===== config.mk =====
export PLATFORM = sky130hd
export DESIGN_NAME = radial_vision_mask_alpha_top
export DESIGN_NICKNAME = d
export VERILOG_FILES = /design/src/hw/rtl/rvm_pkg.sv /design/src/hw/rtl/radial_vision_mask_alpha_top.sv
export VERILOG_INCLUDE_DIRS = /design/src /design/src/hw/rtl
export SDC_FILE = /design/constraint.sdc
export NUM_CORES = 2
export LEC_CHECK = 0
export BUFFER_PORTS_ARGS = -buffer_cell sky130_fd_sc_hd__buf_4
export CORE_MARGIN = 3
export CORE_UTILIZATION = 40
export DETAILED_ROUTE_END_ITERATION = 7
export PLACE_DENSITY = 0.64
export SLEW_MARGIN = 30
export SYNTH_ARGS = -nofsm -noshare
export SYNTH_HDL_FRONTEND = slang
export SYNTH_SLANG_ARGS = --single-unit

===== constraint.sdc =====
create_clock -name aclk -period 22.2 [get_ports aclk]
set_clock_uncertainty 0.05 [all_clocks]
set_input_delay 1.11 -clock aclk [delete_from_list [all_inputs] [get_ports aclk]]
set_output_delay 1.11 -clock aclk [all_outputs]
set_load 0.01 [all_outputs]

===== src/hw/rtl/assert_macros.svh =====
// assertion macros for the rtl of the radial vision mask
// no dependencies; included by files that carry concurrent checks
`ifndef ASSERT_MACROS_SVH
`define ASSERT_MACROS_SVH

// same-cycle implication, disabled while reset is asserted
`define ASSERT_IMPLIES(label, clk, rstn, ante, cons, msg) \
    label: assert property (@(posedge clk) disable iff (!(rstn)) (ante) |-> (cons)) \
        else $error(msg);

// next-cycle implication, disabled while reset is asserted
`define ASSERT_NEXT(label, clk, rstn, ante, cons, msg) \
    label: assert property (@(posedge clk) disable iff (!(rstn)) (ante) |=> (cons)) \
        else $error(msg);

`endif


===== src/hw/rtl/rvm_pkg.sv =====
// package for the radial vision mask: widths, register indexes, zone codes
// and the shared restoring-division step; no dependencies
`timescale 1ns / 1ps

package rvm_pkg;

    localparam int COORD_W   = 12;  // pixel coordinate width, 8 to 13
    localparam int CENTER_W  = 14;
    localparam int RAD_W     = 13;
    localparam int ALPHA_W   = 8;
    localparam int COLOR_W   = 32;
    localparam int CFG_IDX_W = 3;

    // |pixel - centre| stays below 2^14 for any coordinate width up to 13
    localparam int DX_W   = 15;
    localparam int MAG_W  = 14;
    localparam int SQ_W   = 2 * MAG_W;
    localparam int D2_W   = SQ_W + 1;
    localparam int RSQ_W  = 2 * RAD_W;
    localparam int NUM_W  = RSQ_W + ALPHA_W;
    localparam int QUO_W  = ALPHA_W;
    localparam int QIDX_W = 3;
    localparam int DIV_BITS   = 2;
    localparam int DIV_STAGES = QUO_W / DIV_BITS;
    localparam int PROD_W = 2 * ALPHA_W;

    localparam logic [PROD_W-1:0] ROUND_BIAS = PROD_W'(127);

    typedef enum logic [CFG_IDX_W-1:0] {
        CFG_CENTER_X      = 3'd0,
        CFG_CENTER_Y      = 3'd1,
        CFG_INNER_RADIUS  = 3'd2,
        CFG_OUTER_RADIUS  = 3'd3,
        CFG_OUTSIDE_ALPHA = 3'd4,
        CFG_MASK_COLOR    = 3'd5
    } cfg_idx_t;

    typedef enum logic [1:0] {
        ZONE_INSIDE  = 2'd0,
        ZONE_RAMP    = 2'd1,
        ZONE_OUTSIDE = 2'd2
    } zone_t;

    typedef struct packed {
        logic [NUM_W-1:0]   rem;
        logic [QUO_W-1:0]   quo;
        logic [RSQ_W-1:0]   den;
        zone_t              zone;
        logic [COORD_W-1:0] x;
        logic [COORD_W-1:0] y;
    } div_stage_t;

    // one restoring step: tries den << pos against the running remainder
    function automatic div_stage_t div_step(input div_stage_t d,
                                            input logic [QIDX_W-1:0] pos);
        logic [NUM_W:0] trial;
        div_stage_t     r;
        r     = d;
        trial = (NUM_W + 1)'(d.den) << pos;
        if ({1'b0, d.rem} >= trial) begin
            r.rem      = d.rem - trial[NUM_W-1:0];
            r.quo[pos] = 1'b1;
        end
        return r;
    endfunction

endpackage


===== src/hw/rtl/radial_vision_mask_alpha_top.sv =====
// Radial vision mask, one pixel per clock. A pixel request enters on every cycle
// in which s_ready is high and passes through eleven register stages to the m_ side:
// absolute offset, squares, distance sum, zone test, numerator, four stages of
// two-bit restoring division, colour-alpha multiply and the output register.
// Sustained rate is one pixel per cycle while m_ready stays high, as the divider is fully pipelined;
// a stalled m_ready back-pressures stage by stage and bubbles are squeezed out.
// Pixels whose effective alpha rounds to zero are consumed but produce no
// result. Configuration registers must only be written while the pipe is empty.
// Depends on rvm_pkg and assert_macros.svh.
`timescale 1ns / 1ps
`include "assert_macros.svh"

module radial_vision_mask_alpha_top (
    input  logic                               aclk,
    input  logic                               aresetn,
    // configuration write channel
    input  logic                               cfg_valid,
    output logic                               cfg_ready,
    input  logic [rvm_pkg::CFG_IDX_W-1:0]      cfg_index,
    input  logic [rvm_pkg::COLOR_W-1:0]        cfg_wdata,
    // pixel requests
    input  logic                               s_valid,
    output logic                               s_ready,
    input  logic [rvm_pkg::COORD_W-1:0]        s_pixel_x,
    input  logic [rvm_pkg::COORD_W-1:0]        s_pixel_y,
    // paint results
    output logic                               m_valid,
    input  logic                               m_ready,
    output logic [rvm_pkg::COORD_W-1:0]        m_out_x,
    output logic [rvm_pkg::COORD_W-1:0]        m_out_y,
    output logic [rvm_pkg::ALPHA_W-1:0]        m_paint_alpha
);

    localparam int NDIV = rvm_pkg::DIV_STAGES;

    // configuration registers
    logic signed [rvm_pkg::CENTER_W-1:0] center_x_reg, center_y_reg;
    logic [rvm_pkg::RAD_W-1:0]           inner_radius_reg, outer_radius_reg;
    logic [rvm_pkg::ALPHA_W-1:0]         outside_alpha_reg;
    logic [rvm_pkg::COLOR_W-1:0]         mask_color_reg;

    assign cfg_ready = 1'b1;

    always_ff @(posedge aclk) begin
        if (!aresetn) begin
            center_x_reg      <= '0;
            center_y_reg      <= '0;
            inner_radius_reg  <= '0;
            outer_radius_reg  <= '0;
            outside_alpha_reg <= '0;
            mask_color_reg    <= '0;
        end else if (cfg_valid && cfg_ready) begin
            unique case (rvm_pkg::cfg_idx_t'(cfg_index))
                rvm_pkg::CFG_CENTER_X: begin
                    center_x_reg <= cfg_wdata[rvm_pkg::CENTER_W-1:0];
                end
                rvm_pkg::CFG_CENTER_Y: begin
                    center_y_reg <= cfg_wdata[rvm_pkg::CENTER_W-1:0];
                end
                rvm_pkg::CFG_INNER_RADIUS: begin
                    inner_radius_reg <= cfg_wdata[rvm_pkg::RAD_W-1:0];
                end
                rvm_pkg::CFG_OUTER_RADIUS: begin
                    outer_radius_reg <= cfg_wdata[rvm_pkg::RAD_W-1:0];
                end
                rvm_pkg::CFG_OUTSIDE_ALPHA: begin
                    outside_alpha_reg <= cfg_wdata[rvm_pkg::ALPHA_W-1:0];
                end
                rvm_pkg::CFG_MASK_COLOR: begin
                    mask_color_reg <= cfg_wdata;
                end
                default: begin
                end
            endcase
        end
    end

    // stage enables, chained back from the output register
    logic st1_en, st2_en, st3_en, st4_en, st6_en, out_en;
    logic div_en [NDIV+1];

    logic st1_valid_reg, st2_valid_reg, st3_valid_reg, st4_valid_reg, st6_valid_reg;
    logic div_valid_reg [NDIV+1];
    logic m_valid_reg;

    // stage 1: absolute offsets from the centre
    logic [rvm_pkg::COORD_W-1:0] st1_x_reg, st1_y_reg;
    logic [rvm_pkg::MAG_W-1:0]   st1_ux_reg, st1_uy_reg;
    logic [rvm_pkg::DX_W-1:0]    dx, dy;
    logic [rvm_pkg::MAG_W-1:0]   ux_next, uy_next;

    assign dx = {{(rvm_pkg::DX_W - rvm_pkg::COORD_W){1'b0}}, s_pixel_x}
              - {{(rvm_pkg::DX_W - rvm_pkg::CENTER_W){center_x_reg[rvm_pkg::CENTER_W-1]}},
                 center_x_reg};
    assign dy = {{(rvm_pkg::DX_W - rvm_pkg::COORD_W){1'b0}}, s_pixel_y}
              - {{(rvm_pkg::DX_W - rvm_pkg::CENTER_W){center_y_reg[rvm_pkg::CENTER_W-1]}},
                 center_y_reg};
    assign ux_next = dx[rvm_pkg::DX_W-1] ? rvm_pkg::MAG_W'(-dx) : rvm_pkg::MAG_W'(dx);
    assign uy_next = dy[rvm_pkg::DX_W-1] ? rvm_pkg::MAG_W'(-dy) : rvm_pkg::MAG_W'(dy);

    // stage 2: squares of offsets and radii
    logic [rvm_pkg::COORD_W-1:0] st2_x_reg, st2_y_reg;
    logic [rvm_pkg::SQ_W-1:0]    st2_uxsq_reg, st2_uysq_reg;
    logic [rvm_pkg::RSQ_W-1:0]   st2_in2_reg, st2_out2_reg;

    // stage 3: squared distance and ramp width
    logic [rvm_pkg::COORD_W-1:0] st3_x_reg, st3_y_reg;
    logic [rvm_pkg::D2_W-1:0]    st3_d2_reg;
    logic [rvm_pkg::RSQ_W-1:0]   st3_in2_reg, st3_out2_reg, st3_den_reg;

    // stage 4: zone and offset into the ramp
    logic [rvm_pkg::COORD_W-1:0] st4_x_reg, st4_y_reg;
    rvm_pkg::zone_t              st4_zone_reg, zone_next;
    logic [rvm_pkg::RSQ_W-1:0]   st4_diff_reg, st4_den_reg;

    always_comb begin
        priority if (st3_d2_reg <= rvm_pkg::D2_W'(st3_in2_reg)) begin
            zone_next = rvm_pkg::ZONE_INSIDE;
        end else if (st3_d2_reg >= rvm_pkg::D2_W'(st3_out2_reg)) begin
            zone_next = rvm_pkg::ZONE_OUTSIDE;
        end else begin
            zone_next = rvm_pkg::ZONE_RAMP;
        end
    end

    // divider chain: entry 0 holds the rounded numerator, then two quotient bits a stage
    rvm_pkg::div_stage_t div_reg [NDIV+1];
    rvm_pkg::div_stage_t div0_next;

    always_comb begin
        div0_next.rem  = rvm_pkg::NUM_W'(outside_alpha_reg) * rvm_pkg::NUM_W'(st4_diff_reg)
                       + rvm_pkg::NUM_W'(st4_den_reg >> 1);
        div0_next.quo  = '0;
        div0_next.den  = st4_den_reg;
        div0_next.zone = st4_zone_reg;
        div0_next.x    = st4_x_reg;
        div0_next.y    = st4_y_reg;
    end

    // stage 6: base alpha times colour alpha, with rounding bias
    logic [rvm_pkg::COORD_W-1:0] st6_x_reg, st6_y_reg;
    logic [rvm_pkg::PROD_W-1:0]  st6_prod_reg;
    logic [rvm_pkg::ALPHA_W-1:0] base_alpha;
    rvm_pkg::div_stage_t         div_last;

    assign div_last = div_reg[NDIV];

    always_comb begin
        unique case (div_last.zone)
            rvm_pkg::ZONE_INSIDE:  base_alpha = '0;
            rvm_pkg::ZONE_OUTSIDE: base_alpha = outside_alpha_reg;
            rvm_pkg::ZONE_RAMP:    base_alpha = div_last.quo;
            default:               base_alpha = '0;
        endcase
    end

    // divide by 255 through x + (x >> 8) + 1, exact for the biased products here, which keep the sum below 2^16
    logic [rvm_pkg::PROD_W-1:0]  div255_sum;
    logic [rvm_pkg::ALPHA_W-1:0] eff_alpha;

    assign div255_sum = st6_prod_reg + (st6_prod_reg >> rvm_pkg::ALPHA_W) + rvm_pkg::PROD_W'(1);
    assign eff_alpha  = div255_sum[rvm_pkg::PROD_W-1:rvm_pkg::ALPHA_W];

    // enables
    assign out_en        = !m_valid_reg || m_ready;
    assign st6_en        = !st6_valid_reg || out_en;
    assign div_en[NDIV]  = !div_valid_reg[NDIV] || st6_en;
    assign st4_en        = !st4_valid_reg || div_en[0];
    assign st3_en        = !st3_valid_reg || st4_en;
    assign st2_en        = !st2_valid_reg || st3_en;
    assign st1_en        = !st1_valid_reg || st2_en;
    assign s_ready       = st1_en;

    // front stages
    always_ff @(posedge aclk) begin
        if (!aresetn) begin
            st1_valid_reg <= 1'b0;
            st2_valid_reg <= 1'b0;
            st3_valid_reg <= 1'b0;
            st4_valid_reg <= 1'b0;
        end else begin
            if (st1_en) st1_valid_reg <= s_valid;
            if (st2_en) st2_valid_reg <= st1_valid_reg;
            if (st3_en) st3_valid_reg <= st2_valid_reg;
            if (st4_en) st4_valid_reg <= st3_valid_reg;
        end
    end

    always_ff @(posedge aclk) begin
        if (st1_en) begin
            st1_x_reg  <= s_pixel_x;
            st1_y_reg  <= s_pixel_y;
            st1_ux_reg <= ux_next;
            st1_uy_reg <= uy_next;
        end
        if (st2_en) begin
            st2_x_reg    <= st1_x_reg;
            st2_y_reg    <= st1_y_reg;
            st2_uxsq_reg <= rvm_pkg::SQ_W'(st1_ux_reg) * rvm_pkg::SQ_W'(st1_ux_reg);
            st2_uysq_reg <= rvm_pkg::SQ_W'(st1_uy_reg) * rvm_pkg::SQ_W'(st1_uy_reg);
            st2_in2_reg  <= rvm_pkg::RSQ_W'(inner_radius_reg) * rvm_pkg::RSQ_W'(inner_radius_reg);
            st2_out2_reg <= rvm_pkg::RSQ_W'(outer_radius_reg) * rvm_pkg::RSQ_W'(outer_radius_reg);
        end
        if (st3_en) begin
            st3_x_reg    <= st2_x_reg;
            st3_y_reg    <= st2_y_reg;
            st3_d2_reg   <= rvm_pkg::D2_W'(st2_uxsq_reg) + rvm_pkg::D2_W'(st2_uysq_reg);
            st3_in2_reg  <= st2_in2_reg;
            st3_out2_reg <= st2_out2_reg;
            st3_den_reg  <= st2_out2_reg - st2_in2_reg;
        end
        if (st4_en) begin
            st4_x_reg    <= st3_x_reg;
            st4_y_reg    <= st3_y_reg;
            st4_zone_reg <= zone_next;
            st4_diff_reg <= rvm_pkg::RSQ_W'(st3_d2_reg - rvm_pkg::D2_W'(st3_in2_reg));
            st4_den_reg  <= st3_den_reg;
        end
    end

    // numerator stage
    always_ff @(posedge aclk) begin
        if (!aresetn) begin
            div_valid_reg[0] <= 1'b0;
        end else if (div_en[0]) begin
            div_valid_reg[0] <= st4_valid_reg;
        end
    end

    always_ff @(posedge aclk) begin
        if (div_en[0]) begin
            div_reg[0] <= div0_next;
        end
    end

    // quotient stages, most significant bits first
    for (genvar g = 1; g <= NDIV; g++) begin : g_div
        localparam int HI = rvm_pkg::QUO_W - rvm_pkg::DIV_BITS * (g - 1) - 1;

        rvm_pkg::div_stage_t step_hi, step_lo;

        assign div_en[g-1] = !div_valid_reg[g-1] || div_en[g];
        assign step_hi = rvm_pkg::div_step(div_reg[g-1], rvm_pkg::QIDX_W'(HI));
        assign step_lo = rvm_pkg::div_step(step_hi, rvm_pkg::QIDX_W'(HI - 1));

        always_ff @(posedge aclk) begin
            if (!aresetn) begin
                div_valid_reg[g] <= 1'b0;
            end else if (div_en[g]) begin
                div_valid_reg[g] <= div_valid_reg[g-1];
            end
        end

        always_ff @(posedge aclk) begin
            if (div_en[g]) begin
                div_reg[g] <= step_lo;
            end
        end
    end

    // colour-alpha stage and output register
    always_ff @(posedge aclk) begin
        if (!aresetn) begin
            st6_valid_reg <= 1'b0;
            m_valid_reg   <= 1'b0;
        end else begin
            if (st6_en) st6_valid_reg <= div_valid_reg[NDIV];
            // a pixel whose alpha rounds to zero is dropped here
            if (out_en) m_valid_reg <= st6_valid_reg && (eff_alpha != '0);
        end
    end

    always_ff @(posedge aclk) begin
        if (st6_en) begin
            st6_x_reg    <= div_last.x;
            st6_y_reg    <= div_last.y;
            st6_prod_reg <= rvm_pkg::PROD_W'(base_alpha)
                          * rvm_pkg::PROD_W'(mask_color_reg[rvm_pkg::ALPHA_W-1:0])
                          + rvm_pkg::ROUND_BIAS;
        end
        if (out_en) begin
            m_out_x       <= st6_x_reg;
            m_out_y       <= st6_y_reg;
            m_paint_alpha <= eff_alpha;
        end
    end

    assign m_valid = m_valid_reg;

    // checks
    `ASSERT_NEXT(a_request_enters, aclk, aresetn, s_valid && s_ready, st1_valid_reg, "accepted request did not enter stage 1")
    `ASSERT_IMPLIES(a_ramp_den_nonzero, aclk, aresetn, st4_valid_reg && (st4_zone_reg == rvm_pkg::ZONE_RAMP), st4_den_reg != '0, "ramp zone with empty ramp width")
    `ASSERT_IMPLIES(a_div_rem_bound, aclk, aresetn, div_valid_reg[NDIV] && (div_last.zone == rvm_pkg::ZONE_RAMP), div_last.rem < rvm_pkg::NUM_W'(div_last.den), "division remainder not below divisor")
    `ASSERT_NEXT(a_stage6_held, aclk, aresetn, st6_valid_reg && !st6_en, st6_valid_reg && $stable(st6_prod_reg), "stalled stage 6 lost its contents")

endmodule

==> out/summary.log <==
qor: final_layout.final_nets 8818
qor: synthesis.synth_compound_area_share 10.16%
qor: route.detail_route.drc_violations 0
qor: final_layout.antenna_cells 0
qor: synthesis.synth_top_cells_by_area edfxtp_1, fa_1, ha_1
qor: route.detailed_routing_iterations_pass_1 6
qor: setup_path.cp_data_arrival_time 8.00 ns
qor: synthesis.synthesis.area_per_instance 10.41 µm²
qor: synthesis.synth_simple_gate_area_share 11.54%
qor: floorplan.num_io_pins 99
qor: route.route.detailed.wl_per_inst 16.66 µm
qor: synthesis.dominantRegCellSynth edfxtp_1
qor: grt.track_usage 16.87%
qor: setup_path.crit_start st1_uy_reg[7]$_DFFE_PP_
qor: floorplan.floorplan.die_area 195700 µm²
qor: synthesis.arithmetic_cell_share_of_the_synthesized_area_counting_full_adders_half_adders_and_majority_gates 29.25%
qor: outcome.run_status finished clean
qor: final_layout.multiInputGateArea 43620 µm²
qor: sta.worst_pin_slew 0.9267 ns
qor: synthesis.number_of_distinct_standard_cells_referenced_by_the_synthesized_netlist 93
qor: hold_path.worst_hold_path_type flop to flop
qor: final_layout.largest_register_ffs 390
qor: flow_run.maxCapViolCount 0
qor: grt.grt_start_max_net_pins 90
qor: hold_path.min_from div_reg[0][394]$_DFFE_PP_
qor: synthesis.synth_area_in_xor_xnor 4.898%
qor: route.first_iter_violations 3046
qor: grt.grt_overflow_total 0
qor: clock_tree.cts-hold-fix-buffers 0
qor: synthesis.post_synth_instance_area 76180 µm²
qor: route.post_drt_via_cell_ratio 5.100
qor: clock_tree.cts-root-to-sink-buffers 3
qor: synthesis.synth_largest_type_area_fraction 33.62%
qor: route.antenna_nets_post_route 0
qor: synthesis.ys.warnings.count 0
qor: floorplan.core-area 188600 µm²
qor: sta.relSlewSlack 38.22%
qor: final_layout.sequential_cell_area 27160 µm²
qor: synthesis.share_of_the_yosys_chip_area_belonging_to_registers 35.65%
qor: sta.max_freq 0.1316 GHz
qor: synthesis.mappedNetlistNets 8775
qor: sta.timing.final.crit_share 34.24%
qor: placement.gpl.final_weighted_congestion 0.8859
qor: setup_path.cp_max_fo 15
qor: sta.report.final.slew_viol_count 0
qor: clock_tree.tritoncts_clock_tree yes
qor: grt.grt_pass1_vias 51210
qor: grt.grt_first_pass_wirelength 268100 µm
qor: clock_tree.post_cts_buffers 0
qor: floorplan.chipHeight 442.4 µm
qor: synthesis.postSynthCellCount 7316
qor: setup_path.timing.critical_path.slowest_cell_delay 0.68 ns
qor: synthesis.yosys.area.top_type edfxtp_1
qor: synthesis.synth_enable_flop_cells 853
qor: final_layout.syn2layout_area_growth 8.536%
qor: clock_tree.post_cts_resized 0
qor: sta.timing.setup.tns 0 ns
qor: clock_tree.htree_num_levels 3
qor: setup_path.crit_path_start_kind flop
qor: floorplan.effective_utilization_at_floorplan 40.39%
qor: route.route.final.wire_length 165500 µm
qor: grt.initial_antenna_violation_count 6
qor: setup_path.critical_path.most_common_cell fa_1
qor: final_layout.fill_cells 17810
qor: placement.place.detailed.hpwl 133600 µm
qor: setup_path.worst-setup-path-type flop to flop
qor: floorplan.rows 159
qor: route.vias 50650
qor: final_layout.layout-drive-gt1-share 5.337%
qor: clock_tree.path_clk_slew 0.07 ns
qor: floorplan.die_w 442.4 µm
qor: synthesis.most_repeated_cell_in_the_gate_level_netlist_after_synthesis inv_1
qor: synthesis.synth.cells.most_frequent inv_1, edfxtp_1, nand2_1, ha_1, fa_1
qor: clock_tree.clk_latency 0.71 ns
qor: setup_path.crit_required 22.60 ns
qor: sta.setup_viol 0
qor: sta.finalCriticalPeriod 7.600 ns
qor: sta.final_hold_vio_count 0
qor: setup_path.worst_r2r_startpoint st1_uy_reg[7]$_DFFE_PP_
qor: placement.port_buffers 79
qor: synthesis.async_set_or_reset_register_ratio_after_synthesis 0%
qor: clock_tree.tritoncts_buffers 92
qor: clock_tree.tritoncts_num_sinks 930
qor: synthesis.muxShareOfSynthArea 1.337%
qor: setup_path.worstSetupEndpointType flop
qor: sta.grt_setup_unrepaired no
qor: setup_path.worstPathCellList and2_1, fa_1, inv_1, fa_1, inv_1, fa_1, fa_1, fa_1, inv_1, fa_1, inv_1, ha_1, a21o_1, a21o_1, a21oi_1, o21ai_0, a41oi_1, a2111oi_0, o21ai_0, a21boi_0, or4_1, a311o_1, xor2_1
qor: setup_path.cp_slowest_cell edfxtp_1
qor: synthesis.synth-seq-cells 930
qor: synthesis.dominant_combinational_cell_family_by_area_after_synthesis adder cells
qor: clock_tree.root_cell_of_the_clock_tree clkbuf_16
-- routing by layer --
metal	GRT usage (%)	part of all wire, %	vias to the layer above
met1	22.42	45	24870
met5	0	0.011	-
met2	28.80	48	959
li1	-	-	24590
met3	2.124	3.8	230
met4	4.969	3.0	2
-- worst max-delay path, delay by kind of cell, from the launching register on --
| family | cells | cell delay [ns] |
|---|---|---|
| flops | 1 | 0.68 |
| xor+xnor | 1 | 0.14 |
| fa+ha+maj | 7 | 3.34 |
| buf+inv | 4 | 0.19 |
| simple gates | 2 | 0.78 |
| compound gates | 9 | 2.13 |
-- stage by stage --
| step | util, % | std cells | setup WS, ns | instance area (µm²) | hold slack [ns] |
|---|---|---|---|---|---|
| after global placement | 42.18 | 9759 | 14.83 | 79540 | 0.3504 |
| after floorplan | - | 7316 | 14.01 | 76180 | 0.3503 |
| after global routing | 43.84 | 9933 | 14.18 | 82680 | 0.3549 |
| final | 43.84 | 9933 | 14.60 | 82680 | 0.3581 |
| after detailed placement | 42.18 | 9759 | 14.67 | 79550 | 0.3545 |
| after CTS | 43.82 | 9932 | 14.64 | 82650 | 0.3555 |
-- final cells by class --
cell class              instances  area share (%)
clock buffers                 116           2.954
clock inverters                57          0.7854
inverters                    1286           5.847
multi-input cells            4939           52.76
flip-flops and latches        930           32.84
well taps                    2495           3.776
repair buffers                110           1.037
-- worst paths after layout --
| kind | to | slack, ns | cells after the start |
|---|---|---|---|
| worst max-delay path | st2_uysq_reg[26]$_DFFE_PP_ | 14.60 | 23 |
| worst min-delay path | st6_x_reg[6]$_DFFE_PP_ | 0.36 | 0 |
| worst max register to register | st2_uysq_reg[26]$_DFFE_PP_ | 14.60 | 23 |
| worst min register to register | st6_x_reg[6]$_DFFE_PP_ | 0.36 | 0 |
-- cells in the final DEF (no fill, tap or decap), types with 17 or more instances in the layout --
cell,synthesis,final
and3_1,40,40
a31oi_1,33,33
clkinv_1,1,17
o21ai_0,236,236
nor3_1,75,75
nor2b_1,76,76
xnor2_1,300,300
o21a_1,55,55
nand2b_1,50,50
nand2_1,754,751
clkbuf_16,0,92
o21bai_1,39,39
clkbuf_1,142,19
ha_1,752,752
or3_1,37,37
dfxtp_1,77,77
o31ai_1,22,22
inv_1,1284,1279
nor2_1,297,294
fa_1,643,643
nand3_1,86,86
and2_1,269,269
mux2_2,75,75
a31o_2,18,18
xor2_1,126,126
or2_2,20,20
a21boi_0,95,95
a211oi_1,29,29
a21oi_1,325,325
buf_4,2,106
o211ai_1,22,22
edfxtp_1,853,853
or4_1,18,18
nand4_1,50,50
a21o_1,169,169
-- cells by family (layout without fill, tap and decap cells) --
logic type | Yosys count | in the layout
AO/OA/AOI/OAI | 1190 | 1190
XOR/XNOR | 426 | 426
adder cells (fa/ha/maj) | 1395 | 1395
buffers and inverters | 1447 | 1569
flip-flops | 930 | 930
multiplexers | 91 | 91
other | 1 | 1
AND/OR/NAND/NOR | 1836 | 1836
Power is left out: the tool's default activity adds up to more than one toggle a clock period on the data nets, which glitch-free logic cannot reach.
